$ cat src/design/scs_pkg.sv
`default_nettype none

package scs_pkg;

    localparam int MAX_CELLS_DEF = 16;

    localparam int CELL_W = 4;
    localparam int TIME_W = 32;
    localparam int TEX_W  = 12;
    localparam int CNT_W  = 5;
    localparam int CMD_W  = 2;
    localparam int MODE_W = 2;

    // apb port
    localparam int ADDR_W = 4;
    localparam int DATA_W = 32;
    localparam int REG_W  = 2;

    localparam logic [CMD_W-1:0] CMD_TICK    = 2'd0;
    localparam logic [CMD_W-1:0] CMD_LOAD    = 2'd1;
    localparam logic [CMD_W-1:0] CMD_RESTART = 2'd2;

    localparam logic [MODE_W-1:0] MODE_CIRC   = 2'd0;
    localparam logic [MODE_W-1:0] MODE_PING   = 2'd1;
    localparam logic [MODE_W-1:0] MODE_SINGLE = 2'd2;
    localparam logic [MODE_W-1:0] MODE_ONCE   = 2'd3;

    localparam logic [REG_W-1:0] REG_CELL_COUNT    = 2'd0;
    localparam logic [REG_W-1:0] REG_LOOP_MODE     = 2'd1;
    localparam logic [REG_W-1:0] REG_TEXTURE_WIDTH = 2'd2;

    typedef struct packed {
        logic [CMD_W-1:0]  command;
        logic [TIME_W-1:0] now_time;
        logic [CELL_W-1:0] cell_index;
        logic [TIME_W-1:0] delay_value;
    } t_in_word;

    typedef struct packed {
        logic              frame_updated;
        logic [TEX_W-1:0]  frame_x;
        logic [TEX_W-1:0]  frame_width;
        logic [CELL_W-1:0] cell_now;
        logic              running;
    } t_out_word;

endpackage

`default_nettype wire

$ cat src/design/scs_div.sv
`default_nettype none

// restoring divider, one quotient bit per cycle
module scs_div
    import scs_pkg::*;
(
    input  logic             i_clk,
    input  logic             i_rst_n,
    input  logic             i_start,
    input  logic [TEX_W-1:0] i_dividend,
    input  logic [CNT_W-1:0] i_divisor,
    output logic             o_done,
    output logic [TEX_W-1:0] o_quotient
);

    localparam int STEP_W = $clog2(TEX_W);

    logic              r_busy;
    logic              r_done;
    logic [STEP_W-1:0] r_step;
    logic [CNT_W-1:0]  r_div;
    logic [CNT_W-1:0]  r_rem;
    logic [TEX_W-1:0]  r_quo;

    logic [CNT_W:0]    shifted;
    logic [CNT_W:0]    diff;
    logic              fits;

    assign shifted = {r_rem, r_quo[TEX_W-1]};
    assign fits    = shifted >= {1'b0, r_div};
    assign diff    = shifted - {1'b0, r_div};

    always_ff @(posedge i_clk) begin
        if (!i_rst_n) begin
            r_busy <= 1'b0;
            r_done <= 1'b0;
            r_step <= '0;
        end else if (i_start) begin
            r_busy <= 1'b1;
            r_done <= 1'b0;
            r_step <= '0;
        end else if (r_busy) begin
            r_step <= r_step + 1'b1;
            if (r_step == STEP_W'(TEX_W - 1)) begin
                r_busy <= 1'b0;
                r_done <= 1'b1;
            end
        end
    end

    always_ff @(posedge i_clk) begin
        if (i_start) begin
            r_div <= i_divisor;
            r_rem <= '0;
            r_quo <= i_dividend;
        end else if (r_busy) begin
            r_rem <= fits ? diff[CNT_W-1:0] : shifted[CNT_W-1:0];
            r_quo <= {r_quo[TEX_W-2:0], fits};
        end
    end

    assign o_done     = r_done;
    assign o_quotient = r_quo;

endmodule

`default_nettype wire

$ cat src/design/sprite_cell_sequencer_unit.sv
`default_nettype none

// sprite cell sequencer: steps through the cells of a horizontal sprite strip
// input channel (i_in_valid / o_in_ready / i_in_word): tick, delay load, restart
// output channel (o_out_valid / i_out_ready / o_out_word): exactly one word
//   per input word, in order, from an output register
// path from accept: load, restart, unknown command and disabled tick go
//   straight to the done state; a tick passes the wrap and read states,
//   and one that shows a new frame then waits in the wait state for the
//   width / count divider started at accept; a cell left above a lowered
//   count costs one subtract a cycle in the wrap state before the delay
//   read; the done state moves the result into a free output register
// one word in flight; the next word is taken the cycle after the result
//   moves into the output register
// receiver stall: the finished word holds in the output register; a second
//   result waits in the done state and the input stays not ready
// reset (i_rst_n low, synchronous): cell 0, forward, running, last change
//   time 0, cell_count 1, loop_mode 0, texture_width 0; delay memory keeps
//   its contents and must be loaded before ticks read it
// config: apb registers cell_count @0x0, loop_mode @0x4, texture_width @0x8,
//   written by the user only while the block is idle; not enforced by the block
module sprite_cell_sequencer_unit
    import scs_pkg::*;
#(
    parameter int MAX_CELLS = MAX_CELLS_DEF
) (
    input  logic              i_clk,
    input  logic              i_rst_n,
    // input channel
    input  logic              i_in_valid,
    output logic              o_in_ready,
    input  t_in_word          i_in_word,
    // output channel
    output logic              o_out_valid,
    input  logic              i_out_ready,
    output t_out_word         o_out_word,
    // config port
    input  logic              psel,
    input  logic              penable,
    input  logic              pwrite,
    input  logic [ADDR_W-1:0] paddr,
    input  logic [DATA_W-1:0] pwdata,
    output logic [DATA_W-1:0] prdata,
    output logic              pready
);

    localparam int MEM_AW = (MAX_CELLS > 1) ? $clog2(MAX_CELLS) : 1;
    localparam int LIM    = (MAX_CELLS < 16) ? MAX_CELLS : 16;

    localparam logic [2:0] S_IDLE = 3'd0;
    localparam logic [2:0] S_WRAP = 3'd1;
    localparam logic [2:0] S_READ = 3'd2;
    localparam logic [2:0] S_WAIT = 3'd3;
    localparam logic [2:0] S_DONE = 3'd4;

    // control state
    logic [2:0]        r_state;
    logic [CNT_W-1:0]  r_cell_count;
    logic [MODE_W-1:0] r_loop_mode;
    logic [TEX_W-1:0]  r_tex_w;
    logic [CELL_W-1:0] r_cur;
    logic              r_back;
    logic [TIME_W-1:0] r_last;
    logic              r_en;
    logic              r_out_valid;

    // payload
    logic [TIME_W-1:0] r_now;
    logic              r_upd;
    logic [TEX_W-1:0]  r_fx;
    logic [TEX_W-1:0]  r_fw;
    t_out_word         r_out;
    logic [TIME_W-1:0] r_rd_data;

    // cell delay memory, one read or one write a cycle
    logic [TIME_W-1:0] r_delay_mem [MAX_CELLS];

    logic              in_acc;
    logic              cfg_wr;
    logic              out_free;
    logic              rd_en;
    logic              load_ok;
    logic              div_start;
    logic              div_done;
    logic [TEX_W-1:0]  quot;
    logic [CNT_W-1:0]  eff_cnt;
    logic [CNT_W-1:0]  last_cell;
    logic [CNT_W-1:0]  cur_ext;
    logic              pp_dir;
    logic              dir_used;
    logic [CELL_W-1:0] step_nxt;
    logic [TIME_W-1:0] elapsed;
    logic [CELL_W+TEX_W-1:0] prod;

    assign in_acc    = i_in_valid && o_in_ready;
    assign cfg_wr    = psel && penable && pwrite && pready;
    assign out_free  = !r_out_valid || i_out_ready;
    assign load_ok   = (i_in_word.command == CMD_LOAD)
                       && (32'(i_in_word.cell_index) < MAX_CELLS);
    assign div_start = in_acc && (i_in_word.command == CMD_TICK) && r_en;

    // cell count saturated into 1..min(16, MAX_CELLS)
    always_comb begin
        priority if (r_cell_count == '0) begin
            eff_cnt = CNT_W'(1);
        end else if (r_cell_count > CNT_W'(LIM)) begin
            eff_cnt = CNT_W'(LIM);
        end else begin
            eff_cnt = r_cell_count;
        end
    end

    assign last_cell = eff_cnt - 1'b1;
    assign cur_ext   = {1'b0, r_cur};

    // ping-pong turns at either end before stepping
    always_comb begin
        priority if (cur_ext >= last_cell) begin
            pp_dir = 1'b1;
        end else if (r_cur == '0) begin
            pp_dir = 1'b0;
        end else begin
            pp_dir = r_back;
        end
    end

    assign dir_used = (r_loop_mode == MODE_PING) ? pp_dir : r_back;

    // cur is already below the count here, so one compare wraps it
    always_comb begin
        if (dir_used) begin
            step_nxt = (r_cur == '0) ? last_cell[CELL_W-1:0] : r_cur - 1'b1;
        end else begin
            step_nxt = (cur_ext + 1'b1 == eff_cnt) ? '0 : r_cur + 1'b1;
        end
    end

    assign elapsed = r_now - r_last;
    assign prod    = {{TEX_W{1'b0}}, r_cur} * {{CELL_W{1'b0}}, quot};
    assign rd_en   = (r_state == S_WRAP) && (cur_ext < eff_cnt);

    // texture_width / count, started with the tick
    scs_div u_div (
        .i_clk      (i_clk),
        .i_rst_n    (i_rst_n),
        .i_start    (div_start),
        .i_dividend (r_tex_w),
        .i_divisor  (eff_cnt),
        .o_done     (div_done),
        .o_quotient (quot)
    );

    // config registers
    always_ff @(posedge i_clk) begin
        if (!i_rst_n) begin
            r_cell_count <= CNT_W'(1);
            r_loop_mode  <= MODE_CIRC;
            r_tex_w      <= '0;
        end else if (cfg_wr) begin
            unique case (paddr[3:2])
                REG_CELL_COUNT:    r_cell_count <= pwdata[CNT_W-1:0];
                REG_LOOP_MODE:     r_loop_mode  <= pwdata[MODE_W-1:0];
                REG_TEXTURE_WIDTH: r_tex_w      <= pwdata[TEX_W-1:0];
                default:           r_cell_count <= r_cell_count;
            endcase
        end
    end

    always_comb begin
        unique case (paddr[3:2])
            REG_CELL_COUNT:    prdata = DATA_W'(r_cell_count);
            REG_LOOP_MODE:     prdata = DATA_W'(r_loop_mode);
            REG_TEXTURE_WIDTH: prdata = DATA_W'(r_tex_w);
            default:           prdata = '0;
        endcase
    end

    assign pready = 1'b1;

    // sequencer and animation state
    always_ff @(posedge i_clk) begin
        if (!i_rst_n) begin
            r_state     <= S_IDLE;
            r_cur       <= '0;
            r_back      <= 1'b0;
            r_last      <= '0;
            r_en        <= 1'b1;
            r_out_valid <= 1'b0;
        end else begin
            // output register loads from the done state, empties on accept
            if ((r_state == S_DONE) && out_free) begin
                r_out_valid <= 1'b1;
            end else if (r_out_valid && i_out_ready) begin
                r_out_valid <= 1'b0;
            end
            unique case (r_state)
                S_IDLE: begin
                    if (in_acc) begin
                        priority if (i_in_word.command == CMD_RESTART) begin
                            r_cur   <= '0;
                            r_back  <= 1'b0;
                            r_last  <= i_in_word.now_time;
                            r_en    <= 1'b1;
                            r_state <= S_DONE;
                        end else if (div_start) begin
                            r_state <= S_WRAP;
                        end else begin
                            // load, disabled tick, unknown command
                            r_state <= S_DONE;
                        end
                    end
                end
                S_WRAP: begin
                    // bring a stale cell back below a lowered count
                    if (cur_ext >= eff_cnt) begin
                        r_cur <= r_cur - eff_cnt[CELL_W-1:0];
                    end else begin
                        r_state <= S_READ;
                    end
                end
                S_READ: begin
                    r_state <= (elapsed > r_rd_data) ? S_WAIT : S_DONE;
                end
                S_WAIT: begin
                    if (div_done) begin
                        r_last  <= r_now;
                        r_state <= S_DONE;
                        unique case (r_loop_mode)
                            MODE_CIRC: r_cur <= step_nxt;
                            MODE_PING: begin
                                r_back <= pp_dir;
                                r_cur  <= step_nxt;
                            end
                            MODE_SINGLE: r_en <= 1'b0;
                            MODE_ONCE: begin
                                if (cur_ext < last_cell) begin
                                    r_cur <= step_nxt;
                                end else begin
                                    r_en <= 1'b0;
                                end
                            end
                            default: r_en <= r_en;
                        endcase
                    end
                end
                S_DONE: begin
                    if (out_free) begin
                        r_state <= S_IDLE;
                    end
                end
                default: r_state <= S_IDLE;
            endcase
        end
    end

    // result payload
    always_ff @(posedge i_clk) begin
        if (in_acc) begin
            r_now <= i_in_word.now_time;
            r_upd <= 1'b0;
            r_fx  <= '0;
            r_fw  <= '0;
        end
        if ((r_state == S_WAIT) && div_done) begin
            r_upd <= 1'b1;
            r_fx  <= prod[TEX_W-1:0];
            r_fw  <= quot;
        end
        if ((r_state == S_DONE) && out_free) begin
            r_out.frame_updated <= r_upd;
            r_out.frame_x       <= r_fx;
            r_out.frame_width   <= r_fw;
            r_out.cell_now      <= r_cur;
            r_out.running       <= r_en;
        end
    end

    // delay memory: write on load, registered read while wrapping
    always_ff @(posedge i_clk) begin
        if (in_acc && load_ok) begin
            r_delay_mem[MEM_AW'(i_in_word.cell_index)] <= i_in_word.delay_value;
        end
        if (rd_en) begin
            r_rd_data <= r_delay_mem[MEM_AW'(r_cur)];
        end
    end

    assign o_in_ready  = (r_state == S_IDLE);
    assign o_out_valid = r_out_valid;
    assign o_out_word  = r_out;

endmodule

`default_nettype wire

$ cat config.mk
export PLATFORM = sky130hd
export DESIGN_NAME = sprite_cell_sequencer_unit
export DESIGN_NICKNAME = d
export VERILOG_FILES = /design/src/design/scs_pkg.sv /design/src/design/scs_div.sv /design/src/design/sprite_cell_sequencer_unit.sv
export SDC_FILE = /design/constraint.sdc
export NUM_CORES = 1
export LEC_CHECK = 0
export BUFFER_PORTS_ARGS = -buffer_cell sky130_fd_sc_hd__buf_2
export CAP_MARGIN = 10
export CORE_MARGIN = 2
export CORE_UTILIZATION = 31
export DETAILED_ROUTE_END_ITERATION = 16
export PLACE_DENSITY = 0.56
export SYNTH_ARGS = -nofsm -noshare
export SYNTH_HDL_FRONTEND = slang
export SYNTH_SLANG_ARGS = --single-unit
$ cat constraint.sdc
create_clock -name i_clk -period 6.9 [get_ports i_clk]
set_clock_uncertainty 0.05 [all_clocks]
set_input_delay 1.035 -clock i_clk [delete_from_list [all_inputs] [get_ports i_clk]]
set_output_delay 1.035 -clock i_clk [all_outputs]
set_load 0.05 [all_outputs]
**Word level (Yosys, flattened, before mapping)**

Memories as Yosys holds them, arrays and structs flattened. A register that Yosys moved wholly into a read port is not among the register bits.
Index checks and enable logic that the tools add are counted.

- Logic and storage cells: 149
- Bits in latches: 0
- Bits in read-only memories: 0
- Memories: 1
- Register bits: 176
- RAM bits: 512
- Output and inout bits: 65

Memories:

| name | words | bits a word | rd ports | clocked after Yosys merged registers in | write ports | RTL line | source |
|---|---|---|---|---|---|---|---|
| r_delay_mem | 16 | 32 | 1 | 1 | 1 | sprite_cell_sequencer_unit.sv:76 | `logic [TIME_W-1:0] r_delay_mem [MAX_CELLS];` |

- Shifts and indexed selects: 0
- Order comparisons: 7
- $mul: 1
- Reduce and logical (&&, ||, !) cells: 33
- Mux-type cells: 51
- Equal/unequal tests: 23
- Bitwise logic cells: 1
- $add $sub $neg: 8
- Div/mod/pow operators: 0

Operators with widths:

| cell | count |
|---|---|
| $mux 32 | 3 |
| $pmux 32 s2 | 1 |
| $mux 12 | 5 |
| $pmux 12 s3 | 1 |
| $gt 32x32->1 | 1 |
| $mux 4 | 8 |
| $sub 32x32->32 | 1 |
| $mux 3 | 7 |
| $mux 1 | 17 |
| $mux 5 | 3 |
| $pmux 3 s5 | 1 |
| $mul 4x12->12 | 1 |
| $pmux 4 s3 | 1 |
| $ge 4x5->1 | 2 |
| $logic_and 1x1->1 | 10 |
| $lt 4x5->1 | 2 |
| $add 4x1->4 const B | 2 |
| $eq 2x2->1 const B | 4 |
| $ne 2x1->1 const B | 4 |
| $pmux 4 s2 | 1 |
| $reduce_and 2->1 | 4 |
| $reduce_and 4->1 | 2 |
| $reduce_bool 2->1 | 4 |
| $reduce_and 7->1 | 1 |
| other kinds (28) | 38 |

**Longest topological paths before layout**

- Depth after elaboration: 12
- Mapped depth: 21

**Cells and area by module**

Synthesis repeated with hierarchy kept, for this count alone.

- Cell total of the unflattened synthesis: 1918
- Area, all modules: 31346.3 um^2

Modules (own cells, without submodules):

| module | area an instance (um^2) | instances | seq. area each (um^2) | cells each |
|---|---|---|---|---|
| sprite_cell_sequencer_unit | 30002.5 | 1 | 20159.3 | 1807 |
| scs_div | 1343.8 | 1 | 730.7 | 111 |

**Least setup slack after synthesis**

OpenSTA, ideal clock, no wires.

- Path kind: flip-flop to flip-flop
- Start point: register r_state[0]
- End point: memory r_delay_mem[0][0], enable pin
- Slack: 1607 ps
- Stages on the path, launching flop included: 8
- Setup time: 461 ps
- Clock period less this slack: 5293 ps
- Data arrival time: 4782 ps
- Data required time: 6389 ps
- Cells stage by stage: dfxtp_1 clkbuf_1 nor3_1 nand2_1 nor2_1 nand2_1 or3_1 nor3_1

- Longest elaborated chain between the ends: 5

RTL lines:

| element | RTL line | source |
|---|---|---|
| start: declaration | sprite_cell_sequencer_unit.sv:57 | `logic [2:0] r_state;` |
| start signal: assignment | sprite_cell_sequencer_unit.sv:222 | `r_state <= (elapsed > r_rd_data) ? S_WAIT : S_DONE;` |
| $logic_not 3->1 | sprite_cell_sequencer_unit.sv:288 | `assign o_in_ready = (r_state == S_IDLE);` |
| named net o_in_ready | sprite_cell_sequencer_unit.sv:31 | `output logic o_in_ready,` |
| $logic_and 1x1->1 | sprite_cell_sequencer_unit.sv:95 | `assign in_acc = i_in_valid && o_in_ready;` |
| $logic_and 1x1->1 | sprite_cell_sequencer_unit.sv:280 | `if (in_acc && load_ok) begin` |
| $mux 1 | sprite_cell_sequencer_unit.sv:280 |  |
| $mux 1 (implied by the code) | sprite_cell_sequencer_unit.sv:281 | `r_delay_mem[MEM_AW'(i_in_word.cell_index)] <= i_in_word.delay_value;` |
| end: declaration | sprite_cell_sequencer_unit.sv:76 |  |

The timed path passes the listed nets, and every way through them passes these cells.

**Worst setup path after layout**

- Start point: register r_now[0]
- End point: register r_state[0]

- Longest elaborated chain between the ends: 4

RTL lines:

| element | RTL line | source |
|---|---|---|
| start: declaration | sprite_cell_sequencer_unit.sv:68 | `logic [TIME_W-1:0] r_now;` |
| start signal: assignment | sprite_cell_sequencer_unit.sv:259 | `r_now <= i_in_word.now_time;` |
| $sub 32x32->32 | sprite_cell_sequencer_unit.sv:138 | `assign elapsed = r_now - r_last;` |
| $gt 32x32->1 | sprite_cell_sequencer_unit.sv:222 |  |
| $mux 3 | sprite_cell_sequencer_unit.sv:222 |  |
| $pmux 3 s5 | sprite_cell_sequencer_unit.sv:196 | `unique case (r_state)` |

Every way passes these cells.
A chain may end at the register's enable or synchronous reset.

==> results.txt <==
The number of nets in the final layout is 2,287. The proportion of power drawn by the clock network came out at a little over two fifths. The number of port buffers came out at 134. The die span in y is 321 µm. The power share of the sequential group is a little under half. The storage element area is ~21,000 µm². The number of warning messages in the yosys log is 0.

The routability-driven placement congestion ratio came out at just over 0.8. The number of synthesized register bits is 720. Grouping stages by cell kind, the critical path spends the most delay in compound AO/OA/AOI/OAI gates. Setup repair after global routing left no endpoint under its margin. The critical path is of the flip-flop to flip-flop type. After detailed routing, the number of vias per cell comes to 5.00. The area of the die is between 100,000 and 150,000 µm². CTS placed an instance of sky130_fd_sc_hd__clkbuf_16 at the clock tree root.

The synthesized design spends more area on one cell type than any other, namely sky130_fd_sc_hd__edfxtp_1. The clock latency of the later-clocked register in the worst-skew pair is approximately 0.64 ns. Along the worst path, the maximum fanout reaches 4. After routing, the total negative slack on setup checks comes to 0 ns. The post-synthesis cell count is about 1,900. The clock passes through at most 3 buffers.

The effective utilization at floorplan is a little under a third. The floorplan row count is around 120. The final critical path takes up between 70% and 80% of the cycle. The highest cell delay on the worst timing path is 0.57 ns. The number of H-tree levels is 3. The final instance count without filler cells came out at 3,428. Tracing the worst setup path back leads to its startpoint at r_now[0].

The adder and majority gate portion of the synthesized area came out at 5.03%. The number of different library cells in the post-synthesis netlist is 72. The compound-cell area share of the yosys netlist came out at 5.44%. The relative contribution of combinational cells to total power came out at a little under a tenth. The die is 321 µm wide. Of the total synthesized cell area, the portion taken by AND, OR, NAND and NOR gates is a little under 6%. The layout has ~9,300 filler cells. The number of clock buffers added by TritonCTS is 76. The total placed cells including tap cells is 3,279. The count of buffer and inverter cells on the critical path came out at 2. The post-synthesis to final-layout area growth came out at 16.4%.

The post-synth design cell area came out at 31,100 µm². The overflow left after global routing is 0. The switching power came out at 2.40 mW. The fraction of final layout cells sized beyond drive strength 1 is roughly 23%. Walking the worst path, the cells encountered are inv_1 > ha_1 > inv_1 > fa_1 > a211oi_1 > o21ai_1 > nand3_1 > a211oi_1 > o21a_1 > a21o_1 > a311oi_2 > xnor2_1 > ha_1 > nor2b_1 > o21ai_0 > o31ai_1 > a2111oi_0 > a21oi_1 > a21oi_1 > o22ai_1.

In this run the standard cell core region covers approximately 100,000 µm². The flow ran to the end, and the final reports show no timing, DRC or antenna violations. Summing all multi-input logic gate instances after layout gives between 9000 and 10,000 µm². The dominant register cell in the synthesized netlist is sky130_fd_sc_hd__edfxtp_1. The post-layout minimum cycle time is between 4 and 5 ns. The final number of setup-violating endpoints came out at 0.

The worst-path cell with the longest stage delay is sky130_fd_sc_hd__a2111oi_0. Max-cap violations in this run came to 0. Post-CTS timing repair inserted 0 buffers for setup. Dividing the detail-routed wire length by the instance count gives 21.3 µm. The number of antenna violations at the first check in global routing came out at 22. By area, the combinational part of the netlist is dominated by multiplexers. The worst-case IR drop observed on VDD is around 0.16 mV. STA classifies the critical path endpoint as a flip-flop. The internal portion of the total power is 7.94 mW. The number of synthesized flops with an enable pin is 647. The iteration-0 DRC count of the detailed router is ~1,600. The global-route total usage across every layer is 14.2%. The fraction of synthesized cell area taken by the top area cell type came out at between 60% and 70%. The data arrival time of the critical path is 5.40 ns. The portion of the post-synthesis area used by sequential elements came out at approximately 67%. Sorting the synthesized cells by how often they occur yields 647 x sky130_fd_sc_hd__edfxtp_1, 160 x sky130_fd_sc_hd__mux4_2, 148 x sky130_fd_sc_hd__nand2_1, 108 x sky130_fd_sc_hd__nor2_1, 96 x sky130_fd_sc_hd__inv_1. TritonCTS built the clock tree. The multiplexer fraction of the synthesized cell area is ~12%. Clock-pin slew was measured on the worst setup and hold paths at 0.06 ns.

The count of clock tree sinks came out at 720. The launch instance of the worst min-delay path is r_fx[10]. For this run, the top clock speed supported by timing is between 200 and 250 MHz. The tightest slew margin relative to the limit came out at between 20% and 30%.

The count of TritonRoute iterations in the first routing pass is 6. The leakage power figure is ~12 nW. The first-pass GRT wire length came out at roughly 110,000 µm.

The final-report hold violation count came out at 0. The number of global-route vias before repair came out at 17,600. For this design, the CTS-stage hold fixing added 0 buffers. Ranked by total cell area, the synthesized netlist is headed by sky130_fd_sc_hd__edfxtp_1 62%, sky130_fd_sc_hd__mux4_2 12%, sky130_fd_sc_hd__dfxtp_1 4.7%, sky130_fd_sc_hd__ha_1 3.7%, sky130_fd_sc_hd__nand2_1 1.8%.

The number of vias in the routed layout came out at 17,100. STA puts the critical path data required time at between 7 and 8 ns. The critical path startpoint category is a flip-flop. The final number of max-transition violations came out at 0. The pin count of the biggest net entering global routing is between 100 and 150. The net switching fraction of the power is between 20% and 30%. The power per cell area is about 290 nW/µm². The path class of the tightest hold or removal check is flip-flop to flip-flop. The actual slew at the worst max-slew pin came out at between 1 and 1.5 ns. The worst register-to-register path begins at r_now[0]. The XOR/XNOR share of the synthesized area came out at 1.51%. The proportion of register bits with asynchronous set or reset after synthesis is 0%. Each instance of the synthesized netlist takes up on average 16.4 µm². The number of nets still failing antenna checks after routing came out at 0. The number of gates resized after CTS was 0. In the routed design, unresolved DRC markers number 0. The I/O pin total is 178.

The routed wire length came out at 73,100 µm. In the post-synthesis netlist, the cell with the most instances is sky130_fd_sc_hd__edfxtp_1. The placed wire-length estimate is around 45,000 µm.
==> metrics by stage <==
stage                     util (%)  cell area [µm²]  setup slack (ns)  power, mW  hold slack (ns)
after floorplan                  -            31200              1.61       5.70            0.350
after global placement        33.5            33400              1.90       5.95            0.355
after detailed placement      33.5            33400              1.95       5.98            0.355
after CTS                     36.2            36100              1.88       10.4            0.369
after global routing          36.3            36200              1.52       10.7            0.375
final                         36.3            36200              1.92       10.3            0.368
==> flip-flops by register name (all words and copies together), names as in the netlist, 12 cells and up <==
signal / cells
r_last: 32
r_delay_mem: 512
r_fx: 12
o_out_word: 30
r_tex_w: 12
r_fw: 12
u_div.o_quotient: 12
r_now: 32
r_rd_data: 32
==> worst reg2reg max path, stage by stage (launching register included) <==
cell and delay, ns:
sky130_fd_sc_hd__edfxtp_1 0.40, sky130_fd_sc_hd__inv_1 0.07, sky130_fd_sc_hd__ha_1 0.16, sky130_fd_sc_hd__inv_1 0.05
sky130_fd_sc_hd__fa_1 0.42, sky130_fd_sc_hd__a211oi_1 0.33, sky130_fd_sc_hd__o21ai_1 0.17, sky130_fd_sc_hd__nand3_1 0.22
sky130_fd_sc_hd__a211oi_1 0.16, sky130_fd_sc_hd__o21a_1 0.28, sky130_fd_sc_hd__a21o_1 0.24, sky130_fd_sc_hd__a311oi_2 0.30
sky130_fd_sc_hd__xnor2_1 0.19, sky130_fd_sc_hd__ha_1 0.29, sky130_fd_sc_hd__nor2b_1 0.13, sky130_fd_sc_hd__o21ai_0 0.16
sky130_fd_sc_hd__o31ai_1 0.10, sky130_fd_sc_hd__a2111oi_0 0.57, sky130_fd_sc_hd__a21oi_1 0.28, sky130_fd_sc_hd__a21oi_1 0.18
sky130_fd_sc_hd__o22ai_1 0.08
==> routing by layer <==
layer  routed length, µm  GRT usage, %  vias to the layer above
li1                    -             -                     7664
met1               31500          18.7                     8779
met2               35300          23.7                      548
met3                4620          3.01                      125
met4                1620          3.82                       12
met5                  62             0                        -
==> power by group through the flow <==
stage	sequential, mW	combinational (mW)	clock, mW
floorplan	5.02	0.678	0
global placement	5.01	0.942	0
detailed placement	5.01	0.966	0
CTS	4.92	0.972	4.55
global route	4.93	1.07	4.71
finish	4.92	0.967	4.45
==> final cells by class <==
cell class | count | share of cell area [%]
clock inverter | 45 | 1.78
multi-input combinational | 998 | 26.5
antenna | 7 | 0.0484
sequential | 720 | 57.8
tap | 1298 | 4.49
inverter | 102 | 1.06
clock buffer | 95 | 5.86
timing repair buffer | 163 | 2.53
==> placed cells by master (no fill, tap or decap), types with 14 or more instances in the layout <==
master / count
sky130_fd_sc_hd__buf_4: 26
sky130_fd_sc_hd__a222oi_1: 18
sky130_fd_sc_hd__and2_1: 35
sky130_fd_sc_hd__mux4_2: 160
sky130_fd_sc_hd__conb_1: 21
sky130_fd_sc_hd__nand3_1: 14
sky130_fd_sc_hd__fa_1: 20
sky130_fd_sc_hd__a21o_1: 24
sky130_fd_sc_hd__mux2i_1: 18
sky130_fd_sc_hd__nand2_1: 148
sky130_fd_sc_hd__xor2_1: 22
sky130_fd_sc_hd__and3_1: 20
sky130_fd_sc_hd__xnor2_1: 29
sky130_fd_sc_hd__inv_1: 96
sky130_fd_sc_hd__o21ai_0: 16
sky130_fd_sc_hd__nor2_1: 93
sky130_fd_sc_hd__clkbuf_16: 81
sky130_fd_sc_hd__a311oi_1: 14
sky130_fd_sc_hd__dfxtp_1: 69
sky130_fd_sc_hd__nor2b_1: 18
sky130_fd_sc_hd__ha_1: 93
sky130_fd_sc_hd__buf_2: 134
sky130_fd_sc_hd__nor3_1: 14
sky130_fd_sc_hd__edfxtp_1: 647
sky130_fd_sc_hd__a21oi_1: 64
==> kinds of logic (layout without fill, tap and decap cells) <==
logic type / Yosys count / after routing
buffers and inverters: 198 / 405
multiplexers: 179 / 179
flip-flops: 720 / 720
AO/OA/AOI/OAI: 233 / 233
adder cells (fa/ha/maj): 113 / 113
XOR/XNOR: 52 / 52
other: 2 / 28
AND/OR/NAND/NOR: 400 / 400
==> path summary, 6_finish.rpt <==
kind / to / slack [ns] / depth (start not counted)
worst min register to register: o_out_word[27] / 0.37 / 0
worst max-delay path: r_state[0] / 1.92 / 20
worst max register to register: r_state[0] / 1.92 / 20
worst min-delay path: o_out_word[27] / 0.37 / 0
(Power assumes the default switching activity.)
